[src/rtl/core/prce_pkg.sv]
// Shared constants, widths and control types for the palette row color expander.
`default_nettype none
package prce_pkg;

   // Palette geometry
   localparam int PALETTE_ROWS = 64;
   localparam int MAX_SHADES   = 8;
   localparam int ROW_W        = $clog2(PALETTE_ROWS);
   localparam int SHADE_W      = $clog2(MAX_SHADES);
   localparam int PAL_DEPTH    = PALETTE_ROWS * MAX_SHADES;
   localparam int PAL_AW       = ROW_W + SHADE_W;
   localparam int LEN_W        = $clog2(MAX_SHADES + 1);
   localparam int ROWCNT_W     = $clog2(PALETTE_ROWS + 1);

   // Field widths
   localparam int COLOR_W      = 32;
   localparam int COORD_W      = 12;
   localparam int DEST_X_W     = 15;
   localparam int NUM_W        = 3;
   localparam int CNT_W        = 3;
   localparam int ROW_COUNT_W  = 7;
   localparam int CSR_DATA_W   = 12;
   localparam int CSR_IDX_W    = 2;

   // Stream widths
   localparam int REQ_DATA_W   = 104;
   localparam int RSP_DATA_W   = 64;
   localparam int RSP_USER_W   = 2;

   // Request kinds carried on req_tuser
   localparam logic REQ_LOAD  = 1'b0;
   localparam logic REQ_PIXEL = 1'b1;

   // Configuration register indexes
   localparam logic [CSR_IDX_W-1:0] CSR_EXPANSION_COUNT = 2'd0;
   localparam logic [CSR_IDX_W-1:0] CSR_ROW_COUNT       = 2'd1;
   localparam logic [CSR_IDX_W-1:0] CSR_REGION_WIDTH    = 2'd2;

   // Register reset values
   localparam logic [COORD_W-1:0] REGION_WIDTH_RESET = 12'd1;

   // Controller to datapath commands
   typedef struct packed {
      logic load_entry;   // write the palette entry of the accepted load
      logic start_pixel;  // capture the accepted pixel
      logic srch_rd;      // read leader and length of the current row
      logic srch_next;    // advance to the next row
      logic srch_hit;     // record the current row as the match
      logic emit_rd;      // read the color of the current copy
      logic emit_load;    // load the result register
   } cmd_type;

   // Datapath to controller status
   typedef struct packed {
      logic cnt_zero;     // expansion count is zero
      logic limit_zero;   // no rows are searched
      logic row_match;    // row just read matches the pixel
      logic row_last;     // row just read is the last to search
      logic shade_last;   // current copy is the final one
      logic out_stall;    // result register holds an untaken result
   } status_type;

endpackage
`default_nettype wire

[src/rtl/core/prce_ctrl.sv]
// Sequencing state machine of the palette row color expander.
`default_nettype none
module prce_ctrl (
   input  wire                  clock,
   input  wire                  reset,
   input  wire                  req_tvalid,
   input  wire                  req_kind,
   output logic                 req_tready,
   input  prce_pkg::status_type sts,
   output prce_pkg::cmd_type    cmd
);

   typedef enum logic [4:0] {
      ST_IDLE     = 5'b00001,
      ST_SRCH_RD  = 5'b00010,
      ST_SRCH_CHK = 5'b00100,
      ST_EMIT_RD  = 5'b01000,
      ST_EMIT_CHK = 5'b10000
   } state_type;

   state_type state_ff;
   state_type state_in;

   assign req_tready = (state_ff == ST_IDLE);

   always_comb begin
      state_in = state_ff;
      cmd      = '0;
      case (state_ff)
         ST_IDLE: begin
            if (req_tvalid) begin
               if (req_kind == prce_pkg::REQ_LOAD) begin
                  cmd.load_entry = 1'b1;
               end else if (!sts.cnt_zero) begin
                  cmd.start_pixel = 1'b1;
                  state_in = sts.limit_zero ? ST_EMIT_RD : ST_SRCH_RD;
               end
            end
         end
         ST_SRCH_RD: begin
            cmd.srch_rd = 1'b1;
            state_in    = ST_SRCH_CHK;
         end
         ST_SRCH_CHK: begin
            if (sts.row_match) begin
               cmd.srch_hit = 1'b1;
               state_in     = ST_EMIT_RD;
            end else begin
               cmd.srch_next = 1'b1;
               state_in      = sts.row_last ? ST_EMIT_RD : ST_SRCH_RD;
            end
         end
         ST_EMIT_RD: begin
            cmd.emit_rd = 1'b1;
            state_in    = ST_EMIT_CHK;
         end
         ST_EMIT_CHK: begin
            // wait here while the result register holds a result that is not being taken
            if (!sts.out_stall) begin
               cmd.emit_load = 1'b1;
               state_in      = sts.shade_last ? ST_IDLE : ST_EMIT_RD;
            end
         end
         default: begin
            state_in = ST_IDLE;
         end
      endcase
   end

   always_ff @(posedge clock) begin
      if (reset) begin
         state_ff <= ST_IDLE;
      end else begin
         state_ff <= state_in;
      end
   end

endmodule
`default_nettype wire

[config.mk]
export PLATFORM = sky130hd
export DESIGN_NAME = prce_ctrl
export DESIGN_NICKNAME = d
export VERILOG_FILES = /design/src/rtl/core/prce_pkg.sv /design/src/rtl/core/prce_ctrl.sv
export SDC_FILE = /design/constraint.sdc
export NUM_CORES = 1
export LEC_CHECK = 0
export BUFFER_PORTS_ARGS = -buffer_cell sky130_fd_sc_hd__buf_4
export CORE_AREA = 2 2 39 41
export CTS_BUF_LIST = sky130_fd_sc_hd__clkbuf_16
export CTS_CLUSTER_SIZE = 8
export DETAILED_ROUTE_END_ITERATION = 7
export DIE_AREA = 0 0 41 43
export PLACE_DENSITY = 0.51
export SYNTH_ARGS = -nofsm -noshare
export SYNTH_HDL_FRONTEND = slang
export SYNTH_SLANG_ARGS = --single-unit
[constraint.sdc]
create_clock -name clock -period 3.3 [get_ports clock]
set_clock_uncertainty 0.1 [all_clocks]
set_input_delay 0.33 -clock clock [delete_from_list [all_inputs] [get_ports clock]]
set_output_delay 0.33 -clock clock [all_outputs]
set_load 0.05 [all_outputs]
Yosys cells after proc, flatten, opt, wreduce, memory -nomap -nowiden
Cells that the tools add are included.

Equal/unequal tests: 9. Reductions and logical operators: 1. Multiplexer cells: 21.

Operators by type and width (number): one-hot mux 5 bit (5 select lines) (1); 2-to-1 mux 5 bit (4); 2-to-1 mux 4 bit (4); 2-to-1 mux 1 bit (9); != test 2 bit, second input constant (4); 2-to-1 mux 2 bit (3); == test 5 x 1 -> 1 bit, second input constant (1); == test 5 x 2 -> 1 bit, second input constant (1); == test 5 x 3 -> 1 bit, second input constant (1); == test 5 x 4 -> 1 bit, second input constant (1); == test 5 bit, second input constant (1); AND reduction 4 bit (1).

Output and inout port bits: 8. Input bits: 10. Register bits after elaboration: 5. Logic and storage cells: 32.

Longest topological paths before layout
Depth after elaboration: 5. Gate-level depth with buffers: 6.

Worst setup path after synthesis
Ideal clock, no wire load.

Path kind: register to output. Start: register state_ff[4]. End: output port cmd[0] in the netlist's numbering. Setup slack: 0.738 ns. Cell stages (with the launch flop): 3. Arrival: 2.132 ns. Cell sequence: dfxtp_1 > or2b_1 > nor4_1.

RTL lines: from (decl) (RTL line prce_ctrl.sv:21) `state_type state_ff;`; from (signal assigned) (RTL line prce_ctrl.sv:74) `state_ff <= state_in;`; to (decl) (RTL line prce_ctrl.sv:10) `output prce_pkg::cmd_type cmd`.

==> impl_metrics.yaml <==
synth:
  ys_seq_elements: 5
  syn-num-nets: 52
  ys_warn_count: 0
  netlist_instances: 42
  ys_seq_area_share_pct: 26.7
  syn_avg_cell_area_um2: 8.94
  syn_area_um2: 375
  yosysUniqueCellTypes: 29
  synth_top_area_share_pct: 26.7
  synth_area_leaders: "dfxtp_1, nor4b_4, nor2_1"
  yosys.area.top_type: "dfxtp_1"
timing:
  hold_violations: 0
  min_period_over_period_pct: 58.2
  maxSlewViolCount: 0
  slew_headroom_pct: 75.2
  period_needed_ns: 1.92
  setup_viol: 0
  max_freq_ghz: 0.521
  setup_tns_ns: 0
  rsz0062_at_grt: "false"
  worst_pin_slew_ns: 0.372
layout:
  mostFrequentLayoutCell: "buf_4"
  final_cell_mix: "buf_4, nor2_1, dfxtp_1"
  reg_top3: "state_ff: 5 flops"
  drive_gt1_share_pct: 41.0
  n_fill_cell: 130
  largest_reg_flops: 5
  final_nets: 72
  num_antenna_cells: 0
  regMostFlops: "state_ff"
  area_growth_pct: 57.0
route:
  first_pass_iters: 4
  drt_iter0_markers: 14
  via_per_inst: 4.88
  wl_per_cell_um: 11.1
  via_count: 376
  drcViolationCount: 0
  final_antenna_net_count: 0
  wirelength_um: 857
clock_network:
  holdBufCountCts: 0
  post_cts_resized: 0
  numClockSinks: 5
  path_clk_slew_ns: 0.03
  insertion_delay_ns: 0.23
  cts_tree: "yes"
  clock_path_buffers: 2
  root_buffer: "clkbuf_16"
  post_cts_buffers: 0
  cts_made_buffers: 3
  htree_levels: 1
worst_setup_path:
  cp-start-kind: "flop"
  end_kind: "primary output"
  path_class: "flop to primary output"
  crit_path_max_fanout: 8
  worstPathArrival_ns: 1.49
  cp.required_ns: 2.87
placement:
  place.gp.congestion: 0.707
  dp_hpwl_um: 710
  port_buffers: 17
die:
  ios: 18
  core_area_mm2: 0.00138
  rows: 14
  die_x_um: 41
  dieArea_mm2: 0.00176
  start_util_pct: 27.1
  die_h_um: 43
outcome:
  status: "completed"
grt:
  antenna_found_initial: 0
  grt_overflow: 0
  grt_pass1_vias: 346
  grt.total_usage_pct: 11.9
  grt_pass1_wl_um: 1380
  grt_max_degree: 9
power:
  ir_worst_vdd_mv: 0.416
  power.density_mw_per_mm2: 844
  total_power_mw: 0.497
  leakagePower_nw: 0.254
flow_run:
  cap_viol_max_count: 0
hold_path:
  hp-class: "input port to flop"
==> critical path, cell delays in order (launching register included) <==
cell and delay, ns:
dfxtp_1 0.41, nor3_1 0.23, nand3b_1 0.18, nor3b_1 0.23
buf_4 0.23
==> power breakdown <==
group / internal (mW) / switching [mW] / leakage (nW)
sequential: 0.0727 / 0.0156 / 0.0406
combinational: 0.0858 / 0.130 / 0.171
clock: 0.157 / 0.0371 / 0.0423
total: 0.315 / 0.182 / 0.254
==> final cells by class <==
cell class                 count  area, um2  share of cell area (%)
multi-input combinational     34        259                    43.9
clock inverter                 1       3.75                   0.637
tap                           16       20.0                    3.40
timing repair buffer          17        128                    21.7
inverter                       1       3.75                   0.637
sequential                     5        100                    17.0
clock buffer                   3       75.1                    12.7
==> cells by family after synthesis <==
logic type | share of synthesized area [%]
flops | 26.7
simple gates | 47.7
mux | 2.67
buf+inv | 4.33
compound gates | 16.3
xor+xnor | 2.33
==> routing by layer <==
layer  vias to the layer above  global-route usage [%]  routed length [um]
met1                       174                    14.2                 379
met5                         -                       0                   0
met2                         8                    17.5                 437
met3                         0                    4.71                  41
met4                         0                    6.00                   0
li1                        194                       -                   -
==> through the flow <==
stage               setup WS [ns]  util [%]  instance area (um2)  hold slack, ns  cells
detailed placement           1.62      36.9                  510           0.434     73
CTS                          1.38      42.6                  589           0.198     77
global route                 1.26      42.6                  589           0.203     77
global placement             1.64      36.9                  510           0.432     73
floorplan                   0.738         -                  375           0.302     42
finish                       1.38      42.6                  589           0.204     77
==> cells in the mapped netlist, drive strengths merged <==
library cell	instances
nand2	1
a221o	1
a211oi	1
mux2i	1
or2	2
buf	2
and2	2
nand3b	2
a21oi	1
or2b	1
dfxtp	5
xnor2	1
nor3b	1
nor2b	1
nand3	1
inv	1
a21o	2
and3	1
and3b	1
o32a	1
nor4	3
nor4b	2
nor2	5
o22a	1
nor3	2
==> final timing paths <==
path                                   from     endpoint  slack [ns]  cells past startpoint
worst max-delay path            state_ff[2]       cmd[6]        1.38                      4
worst min-delay path                  reset  state_ff[4]        0.20                      2
worst max register to register  state_ff[2]  state_ff[3]        1.66                      5
worst min register to register  state_ff[1]  state_ff[2]        0.55                      2
No activity file was read; power rests on OpenSTA's default activity.
